File: src/bda_pkg.sv
`timescale 1ns / 1ps
`default_nettype none
// ----------------------------------------------------------------------------
// Brightness to dimming alpha: shared package
// Field widths, divider sizing and the stock breakpoint table.
// ----------------------------------------------------------------------------
package bda_pkg;

  localparam int LEVEL_W       = 11;
  localparam int ALPHA_W       = 8;
  localparam int X_W           = 12;
  localparam int IN_TDATA_W    = 16;
  localparam int OUT_TDATA_W   = 8;
  localparam int BDA_ENTRIES   = 21;

  localparam int DIV_W         = 21;
  localparam int DVS_W         = 11;
  localparam int DIV_STEP_BITS = 4;
  localparam int DIV_STEPS     = (DIV_W + DIV_STEP_BITS - 1) / DIV_STEP_BITS;
  localparam int DIV_PAD_W     = DIV_STEPS * DIV_STEP_BITS;
  localparam int DIV_CNT_W     = $clog2(DIV_STEPS);
  localparam int MAG_W         = DIV_W + 1;
  localparam int RES_W         = MAG_W + 2;

  typedef struct packed {
    logic [LEVEL_W-1:0] level;
    logic [ALPHA_W-1:0] alpha;
  } bp_t;

  // Entries beyond the stock pairs return level 2000 with alpha 8'h83.
  function automatic bp_t bp_entry(input int unsigned idx);
    bp_t e;
    unique case (idx)
      0:       e = '{level: 11'd0,    alpha: 8'hff};
      1:       e = '{level: 11'd1,    alpha: 8'hf1};
      2:       e = '{level: 11'd2,    alpha: 8'hf0};
      3:       e = '{level: 11'd3,    alpha: 8'hee};
      4:       e = '{level: 11'd4,    alpha: 8'hec};
      5:       e = '{level: 11'd6,    alpha: 8'heb};
      6:       e = '{level: 11'd10,   alpha: 8'he7};
      7:       e = '{level: 11'd20,   alpha: 8'hdf};
      8:       e = '{level: 11'd30,   alpha: 8'hd8};
      9:       e = '{level: 11'd45,   alpha: 8'hd0};
      10:      e = '{level: 11'd70,   alpha: 8'hc5};
      11:      e = '{level: 11'd100,  alpha: 8'hb9};
      12:      e = '{level: 11'd150,  alpha: 8'haf};
      13:      e = '{level: 11'd227,  alpha: 8'h99};
      14:      e = '{level: 11'd300,  alpha: 8'h88};
      15:      e = '{level: 11'd400,  alpha: 8'h76};
      16:      e = '{level: 11'd500,  alpha: 8'h66};
      17:      e = '{level: 11'd600,  alpha: 8'h59};
      18:      e = '{level: 11'd800,  alpha: 8'h42};
      19:      e = '{level: 11'd1023, alpha: 8'h2a};
      default: e = '{level: 11'd2000, alpha: 8'h83};
    endcase
    return e;
  endfunction

endpackage
`default_nettype wire

File: src/brightness_to_dim_alpha_top.sv
`timescale 1ns / 1ps
`default_nettype none
// ----------------------------------------------------------------------------
// Brightness to dimming alpha
// Maps a backlight level to an overlay alpha by piecewise interpolation.
// ----------------------------------------------------------------------------
// One level is handled at a time. The breakpoint table sits behind a single
// registered read port: a binary search probes it, one probe per SEEK and
// TEST state pair (four or five probes for 21 entries), then the RDA, RDB and
// LATB states fetch the two neighbouring breakpoints. A level between
// breakpoints then passes through PROD, which forms the operands, GO1, which
// starts the four-bit-a-cycle dividers, and two division rounds in DIV1 and
// DIV2 before its result is presented; a level at or below the first or above
// the last breakpoint goes from LATB straight to DONE. A new level is taken
// while the previous result still waits in the output register.
module brightness_to_dim_alpha_top #(
  parameter int TABLE_ENTRIES = bda_pkg::BDA_ENTRIES
) (
  input  wire                               clk,
  input  wire                               rst,
  input  wire                               s_tvalid,
  output logic                              s_tready,
  input  wire  [bda_pkg::IN_TDATA_W-1:0]    s_tdata,  // [11:0] panel_level
  output logic                              m_tvalid,
  input  wire                               m_tready,
  output logic [bda_pkg::OUT_TDATA_W-1:0]   m_tdata   // [7:0] alpha
);
  import bda_pkg::*;

  localparam int IDX_W = $clog2(TABLE_ENTRIES);
  localparam int K_W   = $clog2(TABLE_ENTRIES + 1);

  typedef enum logic [3:0] {
    ST_IDLE, ST_SEEK, ST_TEST, ST_RDA, ST_RDB, ST_LATB,
    ST_PROD, ST_GO1, ST_DIV1, ST_DIV2, ST_DONE
  } state_t;

  state_t             state;
  logic [X_W-1:0]     x;
  logic [K_W-1:0]     lo;
  logic [K_W-1:0]     hi;
  logic [K_W:0]       lo_hi_sum;
  logic [IDX_W-1:0]   mid;
  logic [IDX_W-1:0]   addr_a;
  logic [IDX_W-1:0]   addr_b;
  logic [IDX_W-1:0]   rom_addr;
  bp_t                rom_q;
  logic [LEVEL_W-1:0] xa;
  logic [LEVEL_W-1:0] xb;
  logic [ALPHA_W-1:0] ya;
  logic [ALPHA_W-1:0] yb;
  logic [DVS_W-1:0]   dx;
  logic [ALPHA_W-1:0] dy_mag;
  logic               dy_neg;
  logic               dy_zero;
  logic [DIV_W-1:0]   twice_num;
  logic [DIV_W-1:0]   corr_num;
  logic [DIV_W-1:0]   half;
  logic [ALPHA_W-1:0] result;

  logic [LEVEL_W-1:0]   dxa;
  logic [LEVEL_W-1:0]   dxb;
  logic [2*LEVEL_W-1:0] corr_prod;
  logic [DIV_W-3:0]     twice_prod;
  logic [MAG_W-1:0]     mag;
  logic [RES_W-1:0]     res_s;

  logic               t_done;
  logic [DIV_W-1:0]   t_q;
  logic               c_start;
  logic [DIV_W-1:0]   c_dvd;
  logic [DVS_W-1:0]   c_dvs;
  logic               c_done;
  logic [DIV_W-1:0]   c_q;

  assign s_tready  = (state == ST_IDLE);
  assign lo_hi_sum = {1'b0, lo} + {1'b0, hi};
  assign mid       = IDX_W'(lo_hi_sum >> 1);
  assign addr_a    = (lo == '0) ? '0 : IDX_W'(lo - 1'b1);
  assign addr_b    = (lo == K_W'(TABLE_ENTRIES)) ? IDX_W'(TABLE_ENTRIES - 1) : IDX_W'(lo);

  always_comb begin
    case (state)
      ST_RDA:  rom_addr = addr_a;
      ST_RDB:  rom_addr = addr_b;
      default: rom_addr = mid;
    endcase
  end

  assign dxa        = x[LEVEL_W-1:0] - xa;
  assign dxb        = xb - x[LEVEL_W-1:0];
  assign corr_prod  = (2*LEVEL_W)'(dxa) * (2*LEVEL_W)'(dxb);
  assign twice_prod = (DIV_W-2)'(dy_mag) * (DIV_W-2)'(dxa);
  assign twice_num  = DIV_W'({twice_prod, 1'b0});
  assign corr_num   = DIV_W'({corr_prod, 1'b0});

  assign c_start = (state == ST_GO1) || (state == ST_DIV1 && c_done);
  assign c_dvd   = (state == ST_GO1) ? corr_num : c_q;
  assign c_dvs   = (state == ST_GO1) ? DVS_W'(dy_mag) : dx;

  assign mag   = {1'b0, half} + (dy_zero ? '0 : {1'b0, c_q});
  assign res_s = dy_neg ? RES_W'(ya) - RES_W'(mag) : RES_W'(ya) + RES_W'(mag);

  bda_rom #(
    .ENTRIES (TABLE_ENTRIES)
  ) u_rom (
    .clk  (clk),
    .addr (rom_addr),
    .q    (rom_q)
  );

  bda_div u_div_twice (
    .clk      (clk),
    .rst      (rst),
    .start    (state == ST_GO1),
    .dividend (twice_num),
    .divisor  (dx),
    .done     (t_done),
    .quotient (t_q)
  );

  bda_div u_div_corr (
    .clk      (clk),
    .rst      (rst),
    .start    (c_start),
    .dividend (c_dvd),
    .divisor  (c_dvs),
    .done     (c_done),
    .quotient (c_q)
  );

  always_ff @(posedge clk) begin
    if (rst) begin
      state    <= ST_IDLE;
      m_tvalid <= 1'b0;
      lo       <= '0;
      hi       <= '0;
    end else begin
      if (m_tvalid && m_tready && state != ST_DONE) begin
        m_tvalid <= 1'b0;
      end
      unique case (state)
        ST_IDLE: begin
          if (s_tvalid) begin
            x     <= s_tdata[X_W-1:0];
            lo    <= '0;
            hi    <= K_W'(TABLE_ENTRIES);
            state <= ST_SEEK;
          end
        end
        ST_SEEK: begin
          state <= (lo < hi) ? ST_TEST : ST_RDA;
        end
        ST_TEST: begin
          if ({1'b0, rom_q.level} >= x) begin
            hi <= K_W'(mid);
          end else begin
            lo <= K_W'(mid) + 1'b1;
          end
          state <= ST_SEEK;
        end
        ST_RDA: begin
          state <= ST_RDB;
        end
        ST_RDB: begin
          xa    <= rom_q.level;
          ya    <= rom_q.alpha;
          state <= ST_LATB;
        end
        ST_LATB: begin
          xb <= rom_q.level;
          yb <= rom_q.alpha;
          if (lo == '0) begin
            result <= ya;
            state  <= ST_DONE;
          end else if (lo == K_W'(TABLE_ENTRIES)) begin
            result <= rom_q.alpha;
            state  <= ST_DONE;
          end else begin
            state <= ST_PROD;
          end
        end
        ST_PROD: begin
          dx        <= DVS_W'(xb - xa);
          dy_neg    <= (yb < ya);
          dy_zero   <= (yb == ya);
          dy_mag    <= (yb < ya) ? ya - yb : yb - ya;
          state     <= ST_GO1;
        end
        ST_GO1: begin
          state <= ST_DIV1;
        end
        ST_DIV1: begin
          if (c_done) begin
            half  <= DIV_W'((t_q >> 1) + DIV_W'(t_q[0]));
            state <= ST_DIV2;
          end
        end
        ST_DIV2: begin
          if (c_done) begin
            if (res_s[RES_W-1]) begin
              result <= '0;
            end else if (res_s > RES_W'(255)) begin
              result <= '1;
            end else begin
              result <= res_s[ALPHA_W-1:0];
            end
            state <= ST_DONE;
          end
        end
        ST_DONE: begin
          if (!m_tvalid || m_tready) begin
            m_tvalid <= 1'b1;
            m_tdata  <= result;
            state    <= ST_IDLE;
          end
        end
        default: state <= ST_IDLE;
      endcase
    end
  end

`ifndef NO_ASSERTIONS
  a_one_at_a_time: assert property (@(posedge clk) disable iff (rst)
    s_tvalid && s_tready |=> !s_tready)
    else $error("input taken while a level was still in work");

  a_div_lockstep: assert property (@(posedge clk) disable iff (rst)
    t_done |-> c_done)
    else $error("dividers lost step");

  a_div_in_state: assert property (@(posedge clk) disable iff (rst)
    c_done |-> (state == ST_DIV1 || state == ST_DIV2))
    else $error("division finished outside the division states");

  a_search_bounds: assert property (@(posedge clk) disable iff (rst)
    state == ST_SEEK |-> lo <= hi && hi <= K_W'(TABLE_ENTRIES))
    else $error("search window out of range");
`endif

endmodule
`default_nettype wire

File: src/bda_rom.sv
`timescale 1ns / 1ps
`default_nettype none
// ----------------------------------------------------------------------------
// Breakpoint table
// Synchronous read-only table of brightness and alpha pairs, one read a cycle.
// ----------------------------------------------------------------------------
module bda_rom #(
  parameter int ENTRIES = bda_pkg::BDA_ENTRIES
) (
  input  wire                          clk,
  input  wire  [$clog2(ENTRIES)-1:0]   addr,
  output bda_pkg::bp_t                 q
);
  import bda_pkg::*;

  bp_t rom_mem [ENTRIES];

  for (genvar i = 0; i < ENTRIES; i++) begin : g_fill
    assign rom_mem[i] = bp_entry(i);
  end

  always_ff @(posedge clk) begin
    q <= rom_mem[addr];
  end

endmodule
`default_nettype wire

File: src/bda_div.sv
`timescale 1ns / 1ps
`default_nettype none
// ----------------------------------------------------------------------------
// Iterative unsigned divider
// Restoring division, several quotient bits per cycle, truncating quotient.
// ----------------------------------------------------------------------------
module bda_div (
  input  wire                          clk,
  input  wire                          rst,
  input  wire                          start,
  input  wire  [bda_pkg::DIV_W-1:0]    dividend,
  input  wire  [bda_pkg::DVS_W-1:0]    divisor,
  output logic                         done,
  output logic [bda_pkg::DIV_W-1:0]    quotient
);
  import bda_pkg::*;

  logic                 busy;
  logic [DIV_CNT_W-1:0] cnt;
  logic [DVS_W-1:0]     rem;
  logic [DVS_W-1:0]     rem_next;
  logic [DVS_W-1:0]     dvs;
  logic [DIV_PAD_W-1:0] quo;
  logic [DIV_PAD_W-1:0] quo_next;

  always_comb begin
    logic [DVS_W-1:0]     r;
    logic [DIV_PAD_W-1:0] q;
    logic [DVS_W:0]       t;
    r = rem;
    q = quo;
    for (int i = 0; i < DIV_STEP_BITS; i++) begin
      t = {r, q[DIV_PAD_W-1]};
      q = {q[DIV_PAD_W-2:0], 1'b0};
      if (t >= {1'b0, dvs}) begin
        r    = DVS_W'(t - {1'b0, dvs});
        q[0] = 1'b1;
      end else begin
        r = t[DVS_W-1:0];
      end
    end
    rem_next = r;
    quo_next = q;
  end

  always_ff @(posedge clk) begin
    if (rst) begin
      busy <= 1'b0;
      done <= 1'b0;
      cnt  <= '0;
    end else begin
      done <= 1'b0;
      if (start) begin
        busy <= 1'b1;
        cnt  <= DIV_CNT_W'(DIV_STEPS - 1);
        rem  <= '0;
        dvs  <= divisor;
        quo  <= DIV_PAD_W'(dividend);
      end else if (busy) begin
        rem <= rem_next;
        quo <= quo_next;
        cnt <= cnt - 1'b1;
        if (cnt == '0) begin
          busy <= 1'b0;
          done <= 1'b1;
        end
      end
    end
  end

  assign quotient = quo[DIV_W-1:0];

endmodule
`default_nettype wire
File: config.mk
export PLATFORM = sky130hd
export DESIGN_NAME = brightness_to_dim_alpha_top
export DESIGN_NICKNAME = d
export VERILOG_FILES = /design/src/bda_pkg.sv /design/src/brightness_to_dim_alpha_top.sv /design/src/bda_rom.sv /design/src/bda_div.sv
export SDC_FILE = /design/constraint.sdc
export NUM_CORES = 1
export LEC_CHECK = 0
export ABC_AREA = 1
export BUFFER_PORTS_ARGS = -buffer_cell sky130_fd_sc_hd__buf_2
export CAP_MARGIN = 20
export CORE_MARGIN = 3
export CORE_UTILIZATION = 60
export CTS_CLUSTER_DIAMETER = 200
export DETAILED_ROUTE_END_ITERATION = 7
export PLACE_DENSITY_LB_ADDON = 0.3
export SLEW_MARGIN = 20
export SYNTH_ARGS = -nofsm -noshare
export SYNTH_HDL_FRONTEND = slang
export SYNTH_HIERARCHICAL = 1
export SYNTH_SLANG_ARGS = --single-unit
File: constraint.sdc
create_clock -name clk -period 7.2 [get_ports clk]
set_input_delay 0.72 -clock clk [delete_from_list [all_inputs] [get_ports clk]]
set_output_delay 0.72 -clock clk [all_outputs]
set_load 0.1 [all_outputs]
# --- Yosys cells after proc, flatten, opt, wreduce, memory -nomap -nowiden ---
# Memory sizes are Yosys's and may differ from the RTL's. A register that Yosys moved wholly into a read port is not among the register bits.
# Cells that the tools add are included.
word_totals:
  reg_bits: 224
  rom_bits: 608
  input_bits: 20
  output_inout_bits: 10
  elab_cells: 189
  memories: 1
memory_table:
  columns: ["name", "words", "word_bits", "rd", "rd_ports_with_merged_regs", "write_ports", "line", "rtl"]
  rows:
  - ["(name not given)", 32, 19, 1, 1, 0, "bda_rom.sv:23", "q <= rom_mem[addr];"]
classes:
  addsub: 22
  n_mul: 2
  magnitude_cmp: 12
  n_eq_ne: 21
  n_mux: 64
  bitwise_logic: 3
  n_reduce_logical: 32
op_table:
  columns: ["cell", "count"]
  rows:
  - ["$sub A11 B11 Y11", 11]
  - ["$mux W11", 10]
  - ["$ge A12 B11 Y1", 8]
  - ["$mux W24", 3]
  - ["$mux W21", 3]
  - ["$mux W8", 7]
  - ["$pmux W4 S11", 1]
  - ["$mux W5", 6]
  - ["$pmux W5 S2", 3]
  - ["$gt A24 B8 Y1 const B", 1]
  - ["$mux W4", 6]
  - ["$add A8 B22 Y23", 1]
  - ["$sub A8 B22 Y23", 1]
  - ["$add A21 B21 Y22", 1]
  - ["$add A20 B1 Y21", 1]
  - ["$mul A11 B11 Y20", 1]
  - ["$mux W20", 1]
  - ["$mul A8 B11 Y19", 1]
  - ["$mux W1", 19]
  - ["$reduce_and A3 Y1", 6]
  - ["$eq A4 B3 Y1 const B", 4]
  - ["$pmux W8 S2", 1]
  - ["$sub A8 B8 Y8", 2]
  - ["$reduce_and A2 Y1", 7]
  - ["other kinds (29)", 51]

# --- Depth between registers and ports, before layout ---
depth:
  depth_word: 10
  depth_mapped: 48
  mapped_depth_nobuf: 44

# --- Cells and area by module ---
# Netlist, hierarchy kept.
modules_own_cells:
  columns: ["mod", "n_inst", "cells_per_inst", "area_per_inst_um2", "seq_area_each_um2"]
  rows:
  - ["brightness_to_dim_alpha_top", 1, 2309, 17240.3, 3543.4]
  - ["bda_div (u_div_twice)", 1, 652, 4999.8, 1481.4]
  - ["bda_div (u_div_corr)", 1, 637, 4745.8, 1481.4]
  - ["bda_rom", 1, 127, 953.4, 380.4]

# --- Worst setup path after synthesis ---
# No wires, ideal clock.
synth_path:
  path_type: "register -> register"
  startpoint: "register xb[0]"
  endpoint: "register u_div_corr.quo[19], data pin"
  setup_ns: 0.253
  arrival_ns: 6.468
  path_slack_ns: 0.479
  stages_incl_launch_ff: 33
  path_buffers: 0
  period_less_slack_ns: 6.721
  path_cell_list: "edfxtp_1 -> inv_1 -> ha_1 -> inv_1 -> fa_1 -> nand3_1 -> nand2_1 -> a21oi_1 -> o21ai_0 -> a31oi_1 -> xor2_1 -> inv_1 -> nor2_1 -> fa_1 -> fa_1 -> fa_1 -> fa_1 -> inv_1 -> fa_1 -> inv_1 -> ha_1 -> a21oi_1 -> o21ai_0 -> a21oi_1 -> nand2_1 -> nand2_1 -> a21oi_1 -> or2_2 -> or2_2 -> nand3_1 -> o21ai_0 -> nand2_1 -> nand2_1"
synth_between:
  elab_chain_len: 4
synth_lines:
  columns: ["item", "line", "rtl"]
  rows:
  - ["start, declared", "brightness_to_dim_alpha_top.sv:49", "logic [LEVEL_W-1:0] xb;"]
  - ["start signal, assigned", "brightness_to_dim_alpha_top.sv:171", "xb <= rom_q.level;"]
  - ["$sub A11 B11 Y11", "brightness_to_dim_alpha_top.sv:91", "assign dxb = xb - x[LEVEL_W-1:0];"]
  - ["$mul A11 B11 Y20", "brightness_to_dim_alpha_top.sv:92", "assign corr_prod = (2*LEVEL_W)'(dxa) * (2*LEVEL_W)'(dxb);"]
  - ["$mux W21", "brightness_to_dim_alpha_top.sv:98", "assign c_dvd = (state == ST_GO1) ? corr_num : c_q;"]
  - ["via c_dvd[19]", "brightness_to_dim_alpha_top.sv:71", "logic [DIV_W-1:0] c_dvd;"]
  - ["$mux W21", "bda_div.sv:53", "if (start) begin"]
  - ["end signal, assigned", "bda_div.sv:58", "quo <= DIV_PAD_W'(dividend);"]
  - ["end signal, assigned", "bda_div.sv:61", "quo <= quo_next;"]
  - ["end, declared", "bda_div.sv:23", "logic [DIV_PAD_W-1:0] quo;"]
# The timed path passes the listed nets, and every way through them passes these cells. The select of a mux whose other input is x is not followed.
# A chain may end at the register's enable or synchronous reset.

# --- Worst setup path after layout ---
layout_path:
  startpoint: "register x[0]"
  endpoint: "register u_div_corr.quo[15], data pin"
layout_between:
  elab_chain_len: 4
  word_cells_on_any_way: 5
  cone_classes: "add/sub (2); mul (1); mux (2)"
layout_lines:
  columns: ["item", "line", "rtl"]
  rows:
  - ["start, declared", "brightness_to_dim_alpha_top.sv:39", "logic [X_W-1:0] x;"]
  - ["start signal, assigned", "brightness_to_dim_alpha_top.sv:145", "x <= s_tdata[X_W-1:0];"]
  - ["$sub A11 B11 Y11 (on tied branches)", "brightness_to_dim_alpha_top.sv:90, brightness_to_dim_alpha_top.sv:91", null]
  - ["$mul A11 B11 Y20 (*)", "brightness_to_dim_alpha_top.sv:92", null]
  - ["$mux W21 (*)", "brightness_to_dim_alpha_top.sv:98", null]
  - ["via c_dvd[15]", "brightness_to_dim_alpha_top.sv:71", null]
  - ["$mux W21 (*)", "bda_div.sv:53", null]
# The timed path passes the listed nets; every way through them passes the cells marked *. The select of a mux whose other input is x is not followed.

==> flow_metrics.env <==
export IMPL_leakagePower_nw=15.9
export IMPL_initial_core_util=0.611
export IMPL_dp_hpwl_um=59200
export IMPL_row_count=78
export IMPL_syn_avg_cell_area_um2=7.50
export IMPL_port_buffers=25
export IMPL_finalSetupViolations=0
export IMPL_dp_cells=4472
export IMPL_boundaryPins=30
export IMPL_drc=0
export IMPL_worst_path_stages=31
export IMPL_fin_crit_ns=6.93
export IMPL_final_cells=4538
export IMPL_hold_class="in2reg"
export IMPL_grt_pass1_wl_um=119000
export IMPL_grt_max_degree=61
export IMPL_final_hold_viol_count=0
export IMPL_powerDensity_nw_per_um2=270
export IMPL_drive_above_1_share=0.138
export IMPL_gr_usage_all_layers=0.293
export IMPL_antenna_found_initial=1
export IMPL_num_vias=24900
export IMPL_avgViaCountPerCell=5.48
export IMPL_tns_ns=0
export IMPL_use_met3=0.0342
export IMPL_r2r_cells=31
export IMPL_final_setup_skew_ns=0.0218
export IMPL_cts_buffer_depth=3
export IMPL_status="finished clean"
export IMPL_insertion_delay_ns=0.56
export IMPL_clock_sinks=243
export IMPL_clk_pin_slew_ns=0.07
export IMPL_synth_warnings=6
export IMPL_design_area_um2=31400
export IMPL_die_area_um2=49100
export IMPL_max_stage_delay_ns=0.52
export IMPL_crit_family="adder cells"
export IMPL_htree_levels=1
export IMPL_nets=4385
export IMPL_chipWidth_um=222
export IMPL_cp_num_buf_inv=8
export IMPL_syn_to_final_growth_pct=12.5
export IMPL_period_share=0.963
export IMPL_final_antenna_net_count=0
export IMPL_place_area_um2=29900
export IMPL_drv_cap=0
export IMPL_maxSlewViolCount=0
export IMPL_root_buffer="clkbuf_16"
export IMPL_crit_fanout=7
export IMPL_cts_inserted_buffers=28
export IMPL_fill_cells=3734
export IMPL_grt_overflow_total=0
export IMPL_drt_initial_drc_count=1916
export IMPL_regArea_um2=6870
export IMPL_drt_pass1_iterations=6
export IMPL_multi_input_area_um2=18300
export IMPL_routed_wirelength_um=73500
export IMPL_syn_inst=3722
export IMPL_path_class="reg2reg"
export IMPL_cp_end_kind="register"
export IMPL_grt_most_used_layer="met2"
export IMPL_start_kind="register"
export IMPL_place_congestion=0.950
export IMPL_relSlewSlack=0.279
export IMPL_cts_tree="built"
export IMPL_setup_slack_ns=0.266
export IMPL_crit_arrival_ns=7.24
export IMPL_tightest_slew_ns=1.08
export IMPL_syn_area_um2=27900
export IMPL_critPathSlowestCell="fa_1"
export IMPL_die_h_um=222
export IMPL_ir_worst_vdd_v=0.000472
export IMPL_core_um2=45700
export IMPL_routedWlPerCell_um=16.2
export IMPL_use_met1=0.379
export IMPL_fmax_mhz=144
export IMPL_grt_met2_usage=0.500
export IMPL_critPathRequiredTime_ns=7.51
export IMPL_first_global_vias=24300
export IMPL_place_ws_ns=-0.0530
export IMPL_hold_depth=1
## sequential cells by signal (all words and copies together), names as in the netlist, 11 cells and up
register and count:
u_div_corr/rem 11, u_div_corr/dvs 11, xb 11, half 21
u_div_twice/dvs 11, u_rom/q 19, xa 11, dx 11
u_div_corr/quo 24, x 12, u_div_twice/rem 11, u_div_twice/quo 24
## power by group
| group | switching (mW) | leakage, nW | internal [mW] | total (mW) |
|---|---|---|---|---|
| Sequential | 0.0533 | 2.16 | 1.58 | 1.63 |
| Clock | 0.609 | 0.493 | 0.933 | 1.54 |
| Combinational | 3.19 | 13.2 | 2.11 | 5.30 |
| Total | 3.85 | 15.9 | 4.62 | 8.48 |
## cell type report
class | instances | area share
clock inverter | 19 | 0.00789
antenna | 1 | 0.0000797
inverter | 658 | 0.0790
timing repair buffer | 266 | 0.0633
clock buffer | 33 | 0.0239
multi-input combinational | 2718 | 0.583
tap | 600 | 0.0239
sequential | 243 | 0.219
## path summary, 6_finish.rpt
| path | startpoint | endpoint | slack (ns) |
|---|---|---|---|
| setup reg to reg | x[0]$_DFFE_PP_ | u_div_corr/quo[15]$_DFFE_PP_ | 0.27 |
| hold reg to reg | result[0]$_DFFE_PP_ | m_tdata[0]$_DFFE_PP_ | 0.42 |
| setup / recovery | x[0]$_DFFE_PP_ | u_div_corr/quo[15]$_DFFE_PP_ | 0.27 |
| hold / removal | s_tdata[6] | x[6]$_DFFE_PP_ | 0.33 |
## metrics by stage
step / util / power, mW / hold slack [ns]
floorplan: - / 5.22 / 0.400
global placement: 0.655 / 6.58 / 0.401
detailed placement: 0.655 / 6.68 / 0.410
CTS: 0.677 / 8.24 / 0.313
global route: 0.687 / 9.25 / 0.323
finish: 0.687 / 8.48 / 0.335
## layout by cell type, fill, tap and decap left out, types with 21 or more instances in the layout
master and instances:
inv_1 617, nand2_2 45, nand3_1 195, clkbuf_16 29, nor2_1 303, inv_2 27, o21ai_1 24, nand3_2 23
o21ai_2 21, nand4_1 41, a21oi_1 170, nor3_1 29, a21oi_2 23, fa_1 147, nand2_1 939, xor2_1 105
xnor2_1 46, buf_2 25, o21bai_1 21, buf_4 236, o21ai_0 106, edfxtp_1 200, dfxtp_1 43, ha_1 287
## worst reg2reg max path: cells and delay by family (launching register included)
kind / cells / cell delay, ns
compound gates: 6 / 1.14
simple gates: 8 / 0.98
xor+xnor: 1 / 0.33
flops: 1 / 0.44
fa+ha+maj: 8 / 3.17
buf+inv: 8 / 0.61
## routing by layer
| layer | share of wire | routed length, um |
|---|---|---|
| met2 | 0.47 | 34800 |
| met1 | 0.41 | 30100 |
| met4 | 0.049 | 3590 |
| met3 | 0.069 | 5110 |
| met5 | 0 | 0 |
## what timing repair did
item | in CTS | in global routing
setup buffers | 0 | 12
setup endpoints to repair | 13 | 32
pin swaps | 0 | 21
hold buffers | 0 | 0
gates resized for setup | 5 | 81
Note: power is estimated with default switching activity, not from simulation.
